<file path="src/sv/bcpd_pkg.sv">
// shared types, constants and helpers for the balance cascade controller
package bcpd_pkg;

  // default bound of the velocity error integrator
  localparam int SUM_LIMIT_DEF = 10000;

  // shared multiplier geometry
  localparam int MUL_A_W = 33;
  localparam int MUL_B_W = 22;
  localparam int PROD_W  = MUL_A_W + MUL_B_W;

  // accumulator width, also holds the combined raw drive
  localparam int ACC_W = 56;

  // state widths
  localparam int FE_W = 20;
  localparam int ES_W = 15;

  // configuration port
  localparam int CFG_IDX_W  = 3;
  localparam int CFG_DATA_W = 21;

  // floor(2^23 / 10), used with a single correction step
  localparam int RECIP10       = 838860;
  localparam int RECIP10_SHIFT = 23;
  localparam int DIVISOR       = 10;

  // register indexes
  typedef enum logic [CFG_IDX_W-1:0] {
    REG_MID_ANGLE      = 3'd0,
    REG_SPEED_SETPOINT = 3'd1,
    REG_ANGLE_KP       = 3'd2,
    REG_ANGLE_KD       = 3'd3,
    REG_SPEED_KP       = 3'd4,
    REG_SPEED_KI       = 3'd5,
    REG_DRIVE_LIMIT    = 3'd6
  } bcpd_reg_t;

  // register reset values
  localparam logic signed [16:0] MID_ANGLE_RST      = 17'sd0;
  localparam logic signed [16:0] SPEED_SETPOINT_RST = 17'sd0;
  localparam logic signed [20:0] ANGLE_KP_RST       = 21'sd51200;
  localparam logic signed [20:0] ANGLE_KD_RST       = 21'sd0;
  localparam logic signed [20:0] SPEED_KP_RST       = 21'sd0;
  localparam logic signed [20:0] SPEED_KI_RST       = 21'sd0;
  localparam logic        [15:0] DRIVE_LIMIT_RST    = 16'd7200;

  // sequencer steps, one per cycle unless waiting at idle or stalled
  typedef enum logic [3:0] {
    ST_IDLE,
    ST_MUL_KP,
    ST_MUL_KD,
    ST_SUM_A,
    ST_ANGLE,
    ST_DIV_FIX,
    ST_SUM_E,
    ST_MUL_SKP,
    ST_MUL_SKI,
    ST_SUM_S,
    ST_SPEED,
    ST_MUL_CMB,
    ST_CMB,
    ST_SAT
  } bcpd_state_t;

  // sequencer to datapath control
  typedef struct packed {
    bcpd_state_t step;
    logic        take_in;
    logic        load_out;
  } bcpd_ctrl_t;

  // configuration registers as a group
  typedef struct packed {
    logic signed [16:0] mid_angle;
    logic signed [16:0] speed_setpoint;
    logic signed [20:0] angle_kp;
    logic signed [20:0] angle_kd;
    logic signed [20:0] speed_kp;
    logic signed [20:0] speed_ki;
    logic        [15:0] drive_limit;
  } bcpd_cfg_t;

  // input transaction
  typedef struct packed {
    logic signed [16:0] pitch;
    logic signed [15:0] gyro_rate;
    logic signed [15:0] enc_left;
    logic signed [15:0] enc_right_raw;
  } bcpd_in_t;

  // result transaction
  typedef struct packed {
    logic signed [16:0] drive;
    logic signed [31:0] angle_term;
    logic signed [31:0] speed_term;
    logic               drive_saturated;
  } bcpd_out_t;

  // signed shift right by k with rounding toward zero
  function automatic logic signed [ACC_W-1:0] trunc_shift(
    input logic signed [ACC_W-1:0] v,
    input int unsigned             k
  );
    logic signed [ACC_W-1:0] bias;
    bias = v[ACC_W-1] ? $signed((ACC_W'(1) << k) - ACC_W'(1)) : '0;
    return (v + bias) >>> k;
  endfunction

endpackage

</file>
<file path="src/sv/balance_cascade_pd_pi_controller.sv">
// top level of the balance cascade controller: ports, registers, result buffer
//
// channel  direction  handshake            payload
// in_      input      in_valid / in_stall   bcpd_in_t  (pitch, gyro, encoders)
// out_     output     out_valid / out_stall bcpd_out_t (drive, loop terms, clip)
// cfg_     input      cfg_valid / cfg_ready index 3 bits, data 21 bits
//
// one transaction steps one shared multiplier through six products and their
// sums, plus a reciprocal divide by ten with correction
// the next input is taken once the sequencer is back at idle, even while the
// previous result still waits
// a stalled result holds the sequencer in its last step until the buffer frees
// synchronous active-low reset clears the sequencer, loop state and registers
module balance_cascade_pd_pi_controller #(
  parameter int SUM_LIMIT = bcpd_pkg::SUM_LIMIT_DEF
) (
  input  logic                                clk,
  input  logic                                rst_n,
  input  logic                                in_valid,
  output logic                                in_stall,
  input  bcpd_pkg::bcpd_in_t                  in_data,
  output logic                                out_valid,
  input  logic                                out_stall,
  output bcpd_pkg::bcpd_out_t                 out_data,
  input  logic                                cfg_valid,
  output logic                                cfg_ready,
  input  logic [bcpd_pkg::CFG_IDX_W-1:0]      cfg_index,
  input  logic [bcpd_pkg::CFG_DATA_W-1:0]     cfg_data
);

  bcpd_pkg::bcpd_ctrl_t ctrl;
  bcpd_pkg::bcpd_cfg_t  cfg_r;
  bcpd_pkg::bcpd_out_t  result;
  bcpd_pkg::bcpd_out_t  out_data_r;
  logic                 out_valid_r;

  assign cfg_ready = 1'b1;
  assign in_stall  = ctrl.step != bcpd_pkg::ST_IDLE;
  assign out_valid = out_valid_r;
  assign out_data  = out_data_r;

  // configuration registers
  always_ff @(posedge clk) begin
    if (!rst_n) begin
      cfg_r.mid_angle      <= bcpd_pkg::MID_ANGLE_RST;
      cfg_r.speed_setpoint <= bcpd_pkg::SPEED_SETPOINT_RST;
      cfg_r.angle_kp       <= bcpd_pkg::ANGLE_KP_RST;
      cfg_r.angle_kd       <= bcpd_pkg::ANGLE_KD_RST;
      cfg_r.speed_kp       <= bcpd_pkg::SPEED_KP_RST;
      cfg_r.speed_ki       <= bcpd_pkg::SPEED_KI_RST;
      cfg_r.drive_limit    <= bcpd_pkg::DRIVE_LIMIT_RST;
    end else if (cfg_valid && cfg_ready) begin
      unique case (cfg_index)
        bcpd_pkg::REG_MID_ANGLE:      cfg_r.mid_angle      <= cfg_data[16:0];
        bcpd_pkg::REG_SPEED_SETPOINT: cfg_r.speed_setpoint <= cfg_data[16:0];
        bcpd_pkg::REG_ANGLE_KP:       cfg_r.angle_kp       <= cfg_data[20:0];
        bcpd_pkg::REG_ANGLE_KD:       cfg_r.angle_kd       <= cfg_data[20:0];
        bcpd_pkg::REG_SPEED_KP:       cfg_r.speed_kp       <= cfg_data[20:0];
        bcpd_pkg::REG_SPEED_KI:       cfg_r.speed_ki       <= cfg_data[20:0];
        bcpd_pkg::REG_DRIVE_LIMIT:    cfg_r.drive_limit    <= cfg_data[15:0];
        default: begin
        end
      endcase
    end
  end

  bcpd_seq u_seq (
    .clk       (clk),
    .rst_n     (rst_n),
    .in_valid  (in_valid),
    .out_stall (out_stall),
    .out_valid (out_valid_r),
    .ctrl      (ctrl)
  );

  bcpd_dp #(
    .SUM_LIMIT (SUM_LIMIT)
  ) u_dp (
    .clk     (clk),
    .rst_n   (rst_n),
    .ctrl    (ctrl),
    .in_data (in_data),
    .cfg     (cfg_r),
    .result  (result)
  );

  // result buffer valid
  always_ff @(posedge clk) begin
    if (!rst_n) begin
      out_valid_r <= 1'b0;
    end else if (ctrl.load_out) begin
      out_valid_r <= 1'b1;
    end else if (out_valid_r && !out_stall) begin
      out_valid_r <= 1'b0;
    end
  end

  // result buffer payload
  always_ff @(posedge clk) begin
    if (ctrl.load_out) out_data_r <= result;
  end

`ifndef NO_ASSERTIONS
  // an accepted transaction keeps the input side busy
  a_busy_after_take: assert property (@(posedge clk) disable iff (!rst_n)
    (in_valid && !in_stall) |=> in_stall)
    else $error("input taken again straight after acceptance");

  // a new result never overwrites one still waiting
  a_no_overwrite: assert property (@(posedge clk) disable iff (!rst_n)
    ctrl.load_out |-> (!out_valid_r || !out_stall))
    else $error("result buffer overwritten while stalled");

  // a result shows up only from the last sequencer step
  a_valid_source: assert property (@(posedge clk) disable iff (!rst_n)
    $rose(out_valid_r) |-> $past(ctrl.step == bcpd_pkg::ST_SAT))
    else $error("result valid raised outside the final step");
`endif

endmodule

</file>
<file path="src/sv/bcpd_mul.sv">
// shared signed multiplier with registered product
module bcpd_mul (
  input  logic                                clk,
  input  logic signed [bcpd_pkg::MUL_A_W-1:0] a,
  input  logic signed [bcpd_pkg::MUL_B_W-1:0] b,
  output logic signed [bcpd_pkg::PROD_W-1:0]  prod_r
);

  logic signed [bcpd_pkg::PROD_W-1:0] prod_nxt;

  // full-width signed product
  assign prod_nxt = bcpd_pkg::PROD_W'(a) * bcpd_pkg::PROD_W'(b);

  // product register, one multiply per cycle
  always_ff @(posedge clk) begin
    prod_r <= prod_nxt;
  end

endmodule

</file>
<file path="src/sv/bcpd_seq.sv">
// step sequencer for the shared datapath
module bcpd_seq (
  input  logic                 clk,
  input  logic                 rst_n,
  input  logic                 in_valid,
  input  logic                 out_stall,
  input  logic                 out_valid,
  output bcpd_pkg::bcpd_ctrl_t ctrl
);

  bcpd_pkg::bcpd_state_t state_r;
  bcpd_pkg::bcpd_state_t state_nxt;
  logic                  out_free;

  assign out_free = !out_valid || !out_stall;

  // state register
  always_ff @(posedge clk) begin
    if (!rst_n) begin
      state_r <= bcpd_pkg::ST_IDLE;
    end else begin
      state_r <= state_nxt;
    end
  end

  // next state
  always_comb begin
    state_nxt = state_r;
    unique case (state_r)
      bcpd_pkg::ST_IDLE:    if (in_valid) state_nxt = bcpd_pkg::ST_MUL_KP;
      bcpd_pkg::ST_MUL_KP:  state_nxt = bcpd_pkg::ST_MUL_KD;
      bcpd_pkg::ST_MUL_KD:  state_nxt = bcpd_pkg::ST_SUM_A;
      bcpd_pkg::ST_SUM_A:   state_nxt = bcpd_pkg::ST_ANGLE;
      bcpd_pkg::ST_ANGLE:   state_nxt = bcpd_pkg::ST_DIV_FIX;
      bcpd_pkg::ST_DIV_FIX: state_nxt = bcpd_pkg::ST_SUM_E;
      bcpd_pkg::ST_SUM_E:   state_nxt = bcpd_pkg::ST_MUL_SKP;
      bcpd_pkg::ST_MUL_SKP: state_nxt = bcpd_pkg::ST_MUL_SKI;
      bcpd_pkg::ST_MUL_SKI: state_nxt = bcpd_pkg::ST_SUM_S;
      bcpd_pkg::ST_SUM_S:   state_nxt = bcpd_pkg::ST_SPEED;
      bcpd_pkg::ST_SPEED:   state_nxt = bcpd_pkg::ST_MUL_CMB;
      bcpd_pkg::ST_MUL_CMB: state_nxt = bcpd_pkg::ST_CMB;
      bcpd_pkg::ST_CMB:     state_nxt = bcpd_pkg::ST_SAT;
      bcpd_pkg::ST_SAT:     if (out_free) state_nxt = bcpd_pkg::ST_IDLE;
      default:              state_nxt = bcpd_pkg::ST_IDLE;
    endcase
  end

  // control outputs
  always_comb begin
    ctrl.step     = state_r;
    ctrl.take_in  = 1'b0;
    ctrl.load_out = 1'b0;
    unique case (state_r)
      bcpd_pkg::ST_IDLE: ctrl.take_in  = in_valid;
      bcpd_pkg::ST_SAT:  ctrl.load_out = out_free;
      default: begin
        ctrl.take_in  = 1'b0;
        ctrl.load_out = 1'b0;
      end
    endcase
  end

endmodule

</file>
<file path="src/sv/bcpd_dp.sv">
// controller datapath: operand selection, accumulator, state and saturation
module bcpd_dp #(
  parameter int SUM_LIMIT = bcpd_pkg::SUM_LIMIT_DEF
) (
  input  logic                 clk,
  input  logic                 rst_n,
  input  bcpd_pkg::bcpd_ctrl_t ctrl,
  input  bcpd_pkg::bcpd_in_t   in_data,
  input  bcpd_pkg::bcpd_cfg_t  cfg,
  output bcpd_pkg::bcpd_out_t  result
);

  localparam int ACC_W = bcpd_pkg::ACC_W;
  localparam int FE_W  = bcpd_pkg::FE_W;
  localparam int ES_W  = bcpd_pkg::ES_W;
  localparam int Q_W   = bcpd_pkg::PROD_W > 43 ? 20 : 20;
  localparam logic signed [FE_W:0] SumLim = (FE_W + 1)'(SUM_LIMIT);

  // held operands
  logic signed [17:0]        dpitch_r;
  logic signed [15:0]        gyro_r;
  logic signed [18:0]        err_r;
  logic                      xneg_r;
  logic        [23:0]        xmag_r;
  logic        [Q_W-1:0]     q_r;
  logic signed [FE_W-1:0]    fe_r;
  logic signed [ES_W-1:0]    es_r;
  logic signed [ACC_W-1:0]   acc_r;
  logic signed [31:0]        angle_r;
  logic signed [31:0]        speed_r;

  // multiplier interface
  logic signed [bcpd_pkg::MUL_A_W-1:0] mul_a;
  logic signed [bcpd_pkg::MUL_B_W-1:0] mul_b;
  logic signed [bcpd_pkg::PROD_W-1:0]  prod_r;
  logic signed [ACC_W-1:0]             prod_ext;

  // combinational helpers
  logic signed [17:0]      pitch_x;
  logic signed [17:0]      mid_x;
  logic signed [23:0]      err_x;
  logic signed [23:0]      fe_x;
  logic signed [23:0]      x_sum;
  logic        [23:0]      q_times10;
  logic signed [24:0]      rem;
  logic        [Q_W:0]     q_fixed;
  logic signed [Q_W:0]     fe_full;
  logic signed [FE_W:0]    es_sum;
  logic signed [ES_W-1:0]  es_clamped;
  logic signed [ACC_W-1:0] lim_pos;
  logic signed [ACC_W-1:0] lim_neg;

  bcpd_mul u_mul (
    .clk    (clk),
    .a      (mul_a),
    .b      (mul_b),
    .prod_r (prod_r)
  );

  assign prod_ext = ACC_W'(prod_r);

  // operand select for the shared multiplier
  always_comb begin
    mul_a = '0;
    mul_b = '0;
    unique case (ctrl.step)
      bcpd_pkg::ST_MUL_KP: begin
        mul_a = bcpd_pkg::MUL_A_W'(dpitch_r);
        mul_b = bcpd_pkg::MUL_B_W'(cfg.angle_kp);
      end
      bcpd_pkg::ST_MUL_KD: begin
        mul_a = bcpd_pkg::MUL_A_W'(gyro_r);
        mul_b = bcpd_pkg::MUL_B_W'(cfg.angle_kd);
      end
      bcpd_pkg::ST_SUM_A: begin
        mul_a = $signed({{(bcpd_pkg::MUL_A_W - 24){1'b0}}, xmag_r});
        mul_b = bcpd_pkg::MUL_B_W'(bcpd_pkg::RECIP10);
      end
      bcpd_pkg::ST_MUL_SKP: begin
        mul_a = bcpd_pkg::MUL_A_W'(fe_r);
        mul_b = bcpd_pkg::MUL_B_W'(cfg.speed_kp);
      end
      bcpd_pkg::ST_MUL_SKI: begin
        mul_a = bcpd_pkg::MUL_A_W'(es_r);
        mul_b = bcpd_pkg::MUL_B_W'(cfg.speed_ki);
      end
      bcpd_pkg::ST_MUL_CMB: begin
        mul_a = bcpd_pkg::MUL_A_W'(speed_r);
        mul_b = bcpd_pkg::MUL_B_W'(cfg.angle_kp);
      end
      default: begin
        mul_a = '0;
        mul_b = '0;
      end
    endcase
  end

  // pitch offset and filter input 3*err + 7*filtered
  assign pitch_x = 18'(in_data.pitch);
  assign mid_x   = 18'(cfg.mid_angle);
  assign err_x   = 24'(err_r);
  assign fe_x    = 24'(fe_r);
  assign x_sum   = (err_x <<< 1) + err_x + (fe_x <<< 3) - fe_x;

  // remainder check after the reciprocal estimate
  assign q_times10 = {1'b0, q_r, 3'b000} + {3'b000, q_r, 1'b0};
  assign rem       = $signed({1'b0, xmag_r}) - $signed({1'b0, q_times10});
  assign q_fixed   = {1'b0, q_r}
                     + ((rem >= 25'(bcpd_pkg::DIVISOR)) ? (Q_W + 1)'(1) : '0);
  assign fe_full   = xneg_r ? -$signed(q_fixed) : $signed(q_fixed);

  // integrator with symmetric clamp
  assign es_sum = (FE_W + 1)'(es_r) + (FE_W + 1)'(fe_r);
  always_comb begin
    priority if (es_sum > SumLim) begin
      es_clamped = ES_W'(SumLim);
    end else if (es_sum < -SumLim) begin
      es_clamped = ES_W'(-SumLim);
    end else begin
      es_clamped = es_sum[ES_W-1:0];
    end
  end

  // loop state, cleared at reset
  always_ff @(posedge clk) begin
    if (!rst_n) begin
      fe_r <= '0;
      es_r <= '0;
    end else begin
      if (ctrl.step == bcpd_pkg::ST_DIV_FIX) fe_r <= fe_full[FE_W-1:0];
      if (ctrl.step == bcpd_pkg::ST_SUM_E) es_r <= es_clamped;
    end
  end

  // working registers per step
  always_ff @(posedge clk) begin
    unique case (ctrl.step)
      bcpd_pkg::ST_IDLE: begin
        if (ctrl.take_in) begin
          dpitch_r <= pitch_x - mid_x;
          gyro_r   <= in_data.gyro_rate;
          err_r    <= 19'(in_data.enc_left) - 19'(in_data.enc_right_raw)
                      - 19'(cfg.speed_setpoint);
        end
      end
      bcpd_pkg::ST_MUL_KD: begin
        acc_r  <= prod_ext;
        xneg_r <= x_sum[23];
        xmag_r <= x_sum[23] ? 24'(-x_sum) : 24'(x_sum);
      end
      bcpd_pkg::ST_SUM_A:   acc_r <= acc_r + (prod_ext <<< 8);
      bcpd_pkg::ST_ANGLE: begin
        angle_r <= 32'(bcpd_pkg::trunc_shift(acc_r, 16));
        q_r     <= prod_r[bcpd_pkg::RECIP10_SHIFT + Q_W - 1:bcpd_pkg::RECIP10_SHIFT];
      end
      bcpd_pkg::ST_MUL_SKI: acc_r <= prod_ext;
      bcpd_pkg::ST_SUM_S:   acc_r <= acc_r + prod_ext;
      bcpd_pkg::ST_SPEED:   speed_r <= 32'(bcpd_pkg::trunc_shift(acc_r, 8));
      bcpd_pkg::ST_CMB:     acc_r <= ACC_W'(angle_r) - bcpd_pkg::trunc_shift(prod_ext, 8);
      default: begin
      end
    endcase
  end

  // symmetric saturation of the combined drive
  assign lim_pos = $signed({{(ACC_W - 16){1'b0}}, cfg.drive_limit});
  assign lim_neg = -lim_pos;

  always_comb begin
    result.angle_term = angle_r;
    result.speed_term = speed_r;
    priority if (acc_r > lim_pos) begin
      result.drive           = lim_pos[16:0];
      result.drive_saturated = 1'b1;
    end else if (acc_r < lim_neg) begin
      result.drive           = lim_neg[16:0];
      result.drive_saturated = 1'b1;
    end else begin
      result.drive           = acc_r[16:0];
      result.drive_saturated = 1'b0;
    end
  end

`ifndef NO_ASSERTIONS
  // one correction step is enough after the reciprocal estimate
  a_rem_range: assert property (@(posedge clk) disable iff (!rst_n)
    ctrl.step == bcpd_pkg::ST_DIV_FIX |->
      (rem >= 25'sd0 && rem < 25'(2 * bcpd_pkg::DIVISOR)))
    else $error("divide by ten remainder out of range");

  // integrator never leaves its clamp band
  a_es_band: assert property (@(posedge clk) disable iff (!rst_n)
    ctrl.step == bcpd_pkg::ST_MUL_SKP |->
      ((FE_W + 1)'(es_r) <= SumLim && (FE_W + 1)'(es_r) >= -SumLim))
    else $error("error sum outside clamp band");
`endif

endmodule
</file>
<file path="config.mk">
export PLATFORM = sky130hd
export DESIGN_NAME = balance_cascade_pd_pi_controller
export DESIGN_NICKNAME = d
export VERILOG_FILES = /design/src/sv/bcpd_pkg.sv /design/src/sv/balance_cascade_pd_pi_controller.sv /design/src/sv/bcpd_mul.sv /design/src/sv/bcpd_seq.sv /design/src/sv/bcpd_dp.sv
export SDC_FILE = /design/constraint.sdc
export NUM_CORES = 2
export LEC_CHECK = 0
export ABC_CLOCK_PERIOD_IN_PS = 15800
export BUFFER_PORTS_ARGS = -buffer_cell sky130_fd_sc_hd__buf_2
export CORE_ASPECT_RATIO = 1.5
export CORE_MARGIN = 2
export CORE_UTILIZATION = 35
export CTS_CLUSTER_DIAMETER = 30
export DETAILED_ROUTE_END_ITERATION = 10
export SYNTH_ARGS = -nofsm -noshare
export SYNTH_HDL_FRONTEND = slang
export SYNTH_HIERARCHICAL = 1
export SYNTH_SLANG_ARGS = --single-unit
</file>
<file path="constraint.sdc">
create_clock -name clk -period 15.8 [get_ports clk]
set_input_delay 4.74 -clock clk [delete_from_list [all_inputs] [get_ports clk]]
set_output_delay 4.74 -clock clk [all_outputs]
set_load 0.05 [all_outputs]
</file>
**Word-level counts from Yosys, hierarchy flattened**

Cells that the tools add are included.

- Register bits after elaboration: 529
- Input bits: 94
- Output and inout bits: 85
- Word-level logic and storage cells: 114

- Add/subtract/negate cells: 19
- $mul: 1
- Magnitude comparators: 5
- Equality and inequality tests: 21
- Multiplexer cells: 21
- Reduce and logical (&&, ||, !) cells: 20

Operators with widths:

| cell | count |
|---|---|
| $pmux W56 S4 | 1 |
| $pmux W33 S6 | 1 |
| $pmux W22 S5 | 1 |
| $add A55 B9 Y56 | 1 |
| $add A56 B55 Y56 | 1 |
| $add A56 B56 Y56 | 1 |
| $gt A56 B17 Y1 | 1 |
| $lt A56 B56 Y1 | 1 |
| $neg A16 Y56 | 1 |
| $pmux W4 S14 | 1 |
| $mul A33 B22 Y55 | 1 |
| $sub A32 B48 Y49 | 1 |
| $add A48 B17 Y48 | 1 |
| $add A40 B40 Y40 | 1 |
| $sub A17 B17 Y18 | 2 |
| $mux W16 | 2 |
| $mux W15 | 2 |
| $ge A25 B5 Y1 const B | 1 |
| $sub A24 B24 Y25 | 1 |
| $add A21 B23 Y24 | 1 |
| $add A23 B21 Y24 | 1 |
| $eq A4 B4 Y1 const B | 6 |
| $neg A24 Y24 | 1 |
| $sub A24 B20 Y24 | 1 |
| 30 further kinds | 55 |

**Depth between registers and ports, before layout**

- Depth after elaboration: 7
- Depth in mapped cells: 33
- Mapped depth without buffers: 30

**By module**

The synthesis kept the hierarchy.

Modules (own cells, without submodules):

| module | times used | cells an instance | area an instance (um^2) | seq. area each (um^2) |
|---|---|---|---|---|
| bcpd_dp | 1 | 3664 | 31174.9 | 7216.9 |
| bcpd_mul | 1 | 2887 | 26485.4 | 1101.1 |
| balance_cascade_pd_pi_controller | 1 | 563 | 7434.6 | 5165.0 |
| bcpd_seq | 1 | 29 | 269.0 | 80.1 |

**Least setup slack after synthesis**

No wires, ideal clock.

- Path type: input -> register
- From: in out_stall
- To: reg out_data_r (netlist bit out_data[0]), enable pin
- Setup time: 551 ps
- Arrival: 8658 ps
- Data required time: 15249 ps
- Setup slack: 6591 ps
- Stages on the path: 1
- Buffers on the path: 0
- Cell sequence: a21oi_1

- Longest elaborated chain between the ends: 3

Ends and longest elaborated chain:

| element | RTL line | source |
|---|---|---|
| start, declared | balance_cascade_pd_pi_controller.sv:23 | `input logic out_stall,` |
| $logic_not A1 Y1 | bcpd_seq.sv:15 | `assign out_free = !out_valid \|\| !out_stall;` |
| $logic_or A1 B1 Y1 | bcpd_seq.sv:15 |  |
| $mux W1 | bcpd_seq.sv:53 | `unique case (state_r)` |
| end signal, assigned | balance_cascade_pd_pi_controller.sv:100 | `if (ctrl.load_out) out_data_r <= result;` |
| end, declared | balance_cascade_pd_pi_controller.sv:34 | `bcpd_pkg::bcpd_out_t out_data_r;` |

No other way between the ends.
A chain may end at the register's enable or synchronous reset.

**Final worst setup path**

- From: reg u_seq.state_r[2]
- To: reg u_dp/u_mul/prod_r[41] (netlist bit)

- Elaborated cells between the ends (all ways): 10
- Classes of those cells: 1 x mul; 6 x eq/ne; 2 x mux; 1 x reduce/logical

RTL lines:

| element | RTL line | source |
|---|---|---|
| start, declared | bcpd_seq.sv:11 | `bcpd_pkg::bcpd_state_t state_r;` |
| start signal, assigned | bcpd_seq.sv:20 | `state_r <= bcpd_pkg::ST_IDLE;` |
| start signal, assigned | bcpd_seq.sv:22 | `state_r <= state_nxt;` |
| $eq A4 B4 Y1, or another cell as far along | bcpd_dp.sv:66 | `unique case (ctrl.step)` |
| $pmux W33 S6 (*) | bcpd_dp.sv:66 |  |
| named net u_dp.mul_a (one bit) | bcpd_dp.sv:33 | `logic signed [bcpd_pkg::MUL_A_W-1:0] mul_a;` |
| $mul A33 B22 Y55 (*) | bcpd_mul.sv:12 | `assign prod_nxt = bcpd_pkg::PROD_W'(a) * bcpd_pkg::PROD_W'(b);` |
| named net u_dp.u_mul.prod_nxt (one bit) | bcpd_mul.sv:9 | `logic signed [bcpd_pkg::PROD_W-1:0] prod_nxt;` |
| end signal, assigned | bcpd_mul.sv:16 | `prod_r <= prod_nxt;` |
| end, declared | bcpd_mul.sv:6 | `output logic signed [bcpd_pkg::PROD_W-1:0] prod_r` |

The timed path passes the listed nets; every way through them passes the cells marked *.

==> impl_metrics.csv <==
group,metric,value,unit
status,status,"finished, final reports clean",
worst_setup_path,cp_slowest_stage_delay,0.80,ns
logic_synthesis,synth_top_area_cell,"fa_1",
place,placed_area,68700,µm²
sta,rsz0062_at_grt,"false",
logic_synthesis,post_synth_main_area_contributors,"fa_1 (24%), edfxtp_1 (14%), ha_1 (10%)",
routing,detail-route-antenna-nets,0,
routing,drt_iter0_drc,4106,
floorplan,row_count,194,
logic_synthesis,synth_top_area_share,24.4,%
final_layout,seqCellArea,13600,µm²
routing,routed-via-count,53300,
sta,hold_viol_final,0,
worst_setup_path,startpoint_type,"register",
floorplan,coreArea,186000,µm²
clock_tree,hold_buffers,0,
power_and_ir_drop,total_power,8.91,mW
worst_setup_path,crit_required,16.37,ns
clock_tree,cts.sinks,528,
worst_setup_path,worstSetupStartpoint,"u_seq/state_r[2]$_SDFFE_PN0P_",
clock_tree,postCtsSetupBuffers,0,
final_layout,stdcell_area,72400,µm²
sta,fin_ws,5.19,ns
logic_synthesis,ys.flop_type,"edfxtp_1",
global_routing,grt_usage,23.4,%
logic_synthesis,syn_nets,8555,
sta,drv_slew,0,
final_layout,nets,8591,
sta,worst_slew_pin_slew,1.17,ns
power_and_ir_drop,ir_worst_vdd,0.107,mV
worst_setup_path,path_max_fanout,38,
sta,max_freq,0.0943,GHz
routing,routed_wl,226000,µm
logic_synthesis,synth_cell_type_count,110,
clock_tree,numCtsBuffers,102,
logic_synthesis,synth_warnings,6,
floorplan,initial_core_util,35.2,%
power_and_ir_drop,p_per_area,123,nW/µm²
floorplan,io_pins,179,
clock_tree,cts_max_path_buffers,3,
clock_tree,cts_tree,"yes",
routing,wire_per_inst,23.2,µm
power_and_ir_drop,p_clk_share,26.1,%
sta,finalClockSkew,0.0689,ns
place,dp_slack,5.24,ns
logic_synthesis,syn_avg_cell_area,9.15,µm²
routing,drc_errors,0,
clock_tree,ctsResizeCount,0,
worst_setup_path,r2r-start,"u_seq/state_r[2]$_SDFFE_PN0P_",
clock_tree,clockRootBuffer,"clkbuf_16",
logic_synthesis,syn_inst,7143,
sta,slew_headroom,21.7,%
floorplan,die_w,357,µm
global_routing,grt-ovfl-total,0,
worst_setup_path,crit_buf_inv,6,
global_routing,grt_pass1_wl,337000,µm
sta,timing.hold.ws,0.457,ns
place,gp_congestion,0.952,
place,port_buffers,177,
place,hpwl,177000,µm
global_routing,grt_antenna_before_repair,12,
worst_setup_path,cp_top_family,"adder cells",
floorplan,fp.dieArea,190000,µm²
power_and_ir_drop,internal_power,4.89,mW
logic_synthesis,synth_edf_count,299,
clock_tree,htreeDepth,3,
sta,fin_tns_setup,0,ns
power_and_ir_drop,swShare,45.2,%
sta,fin_crit_sh,67.1,%
sta,setup_viol,0,
final_layout,synthToLayoutAreaGrowth,10.8,%
final_layout,final_cells,9728,
hold_path,hold_start,"cfg_r[111]$_SDFFE_PN0P_",
final_layout,multi_input_area,46800,µm²
logic_synthesis,syn_area,65400,µm²
global_routing,first_global_vias,54800,
routing,vias_per_cell,5.48,
logic_synthesis,ys_seq_elements,528,
worst_setup_path,end_kind,"register",
final_layout,layout-drive-gt1-share,7.42,%
final_layout,utilization,39.0,%
power_and_ir_drop,power_switching,4.03,mW
place,dpl.cell_count,9525,
power_and_ir_drop,combPwrFrac,49.9,%
worst_setup_path,worstSetupPathType,"register to register",
floorplan,die_h,533,µm
hold_path,min_path_type,"register to register",
global_routing,grt_max_degree,94,
logic_synthesis,synthArstFlopShare,0,%
clock_tree,clock_latency,0.69,ns
worst_setup_path,critical_path.slowest_cell,"a221o_1",
sta,finalCriticalPeriod,10.61,ns
worst_setup_path,cp_data_arrival_time,11.18,ns
job,drv_cap,0,
worst_setup_path,crit_top_cell,"fa_1",
power_and_ir_drop,sequentialPowerShare,24.0,%
final_layout,nFillCells,18600,
routing,drt-pass1-iter-count,6,
clock_tree,path_clk_slew,0.05,ns
power_and_ir_drop,cellLeakagePower,33.6,nW
logic_synthesis,synth_seq_area_share,20.7,%
## power by group through the flow
| stage | combinational [mW] | sequential, mW | clock [mW] |
|---|---|---|---|
| global placement | 4.35 | 2.16 | 0 |
| finish | 4.45 | 2.14 | 2.33 |
| global route | 4.87 | 2.14 | 2.42 |
| floorplan | 3.20 | 1.91 | 0 |
| detailed placement | 4.38 | 2.16 | 0 |
| CTS | 4.42 | 2.13 | 2.36 |
## area by class of cell
type	count	area share (%)
sequential	528	18.7
multi-input combinational	5280	64.6
tap	2450	4.23
inverter	1023	5.30
timing repair buffer	244	1.93
antenna	10	0.0346
clock buffer	114	3.79
clock inverter	79	1.34
## layer usage
layer | vias up | track usage [%] | share of wire, %
li1 | 23900 | - | -
met5 | - | 0 | 0.0066
met3 | 673 | 2.81 | 5.2
met1 | 26700 | 26.2 | 37
met4 | 2 | 15.5 | 7.7
met2 | 1994 | 41.5 | 50
## kinds of logic (layout without fill, tap and decap cells)
kind of cell / count (synthesis) / after routing / share of synthesized area (%)
other: 1 / 11 / 0.00574
AOI/OAI and AO/OA: 1270 / 1270 / 13.1
xor gates and xnor gates: 430 / 430 / 5.77
muxes: 181 / 181 / 2.78
DFF: 528 / 528 / 20.7
buffers and inverters: 1335 / 1460 / 7.83
adders and majority gates: 1318 / 1318 / 34.4
and+or+nand+nor: 2080 / 2080 / 15.4
## synth_stat cells, types with 168 or more instances
master and number:
inv_1 1020, nand2_1 892, nor2_1 260, dfxtp_1 229, xnor2_1 261, o21ai_0 209, clkbuf_1 267, and2_1 319
xor2_1 168, edfxtp_1 299, a21o_1 172, a21oi_1 341, fa_1 797, mux2i_1 179, ha_1 521
## final timing paths
check                           slack, ns  cells after the start                            end
worst max-delay path                 5.19                     30  u_dp/u_mul/prod_r[41]$_DFF_P_
worst min-delay path                 0.46                      2        cfg_r[111]$_SDFFE_PN0P_
worst min register to register       0.46                      2        cfg_r[111]$_SDFFE_PN0P_
worst max register to register       5.19                     30  u_dp/u_mul/prod_r[41]$_DFF_P_
## worst min-delay path: cells and delay by family, from the launching register on
family | cells | cell delay (ns)
muxes | 1 | 0.05
and+or+nand+nor | 1 | 0.05
DFF | 1 | 0.31
## cells in the final DEF, fill, tap and decap left out, types with 54 or more instances in the layout
| cell | count |
|---|---|
| a21o_1 | 172 |
| a21oi_1 | 340 |
| and2_1 | 319 |
| and3_1 | 55 |
| buf_2 | 176 |
| buf_4 | 67 |
| clkbuf_16 | 107 |
| dfxtp_1 | 229 |
| edfxtp_1 | 299 |
| fa_1 | 797 |
| ha_1 | 521 |
| inv_1 | 1020 |
| mux2i_1 | 179 |
| nand2_1 | 877 |
| nand2b_1 | 54 |
| nand3_1 | 111 |
| nand4_1 | 71 |
| nor2_1 | 256 |
| nor2b_1 | 65 |
| nor3_1 | 107 |
| o21ai_0 | 209 |
| xnor2_1 | 261 |
| xor2_1 | 168 |
## flip-flops by register name (all words and copies together) (netlist names), 15 cells and up
signal,count
cfg_r,134
out_data,82
u_dp/acc_r,56
u_dp/angle_r,32
u_dp/dpitch_r,18
u_dp/err_r,18
u_dp/es_r,15
u_dp/fe_r,20
u_dp/gyro_r,16
u_dp/q_r,20
u_dp/speed_r,32
u_dp/u_mul/prod_r,55
u_dp/xmag_r,24
No activity file was read; power rests on OpenSTA's default activity.
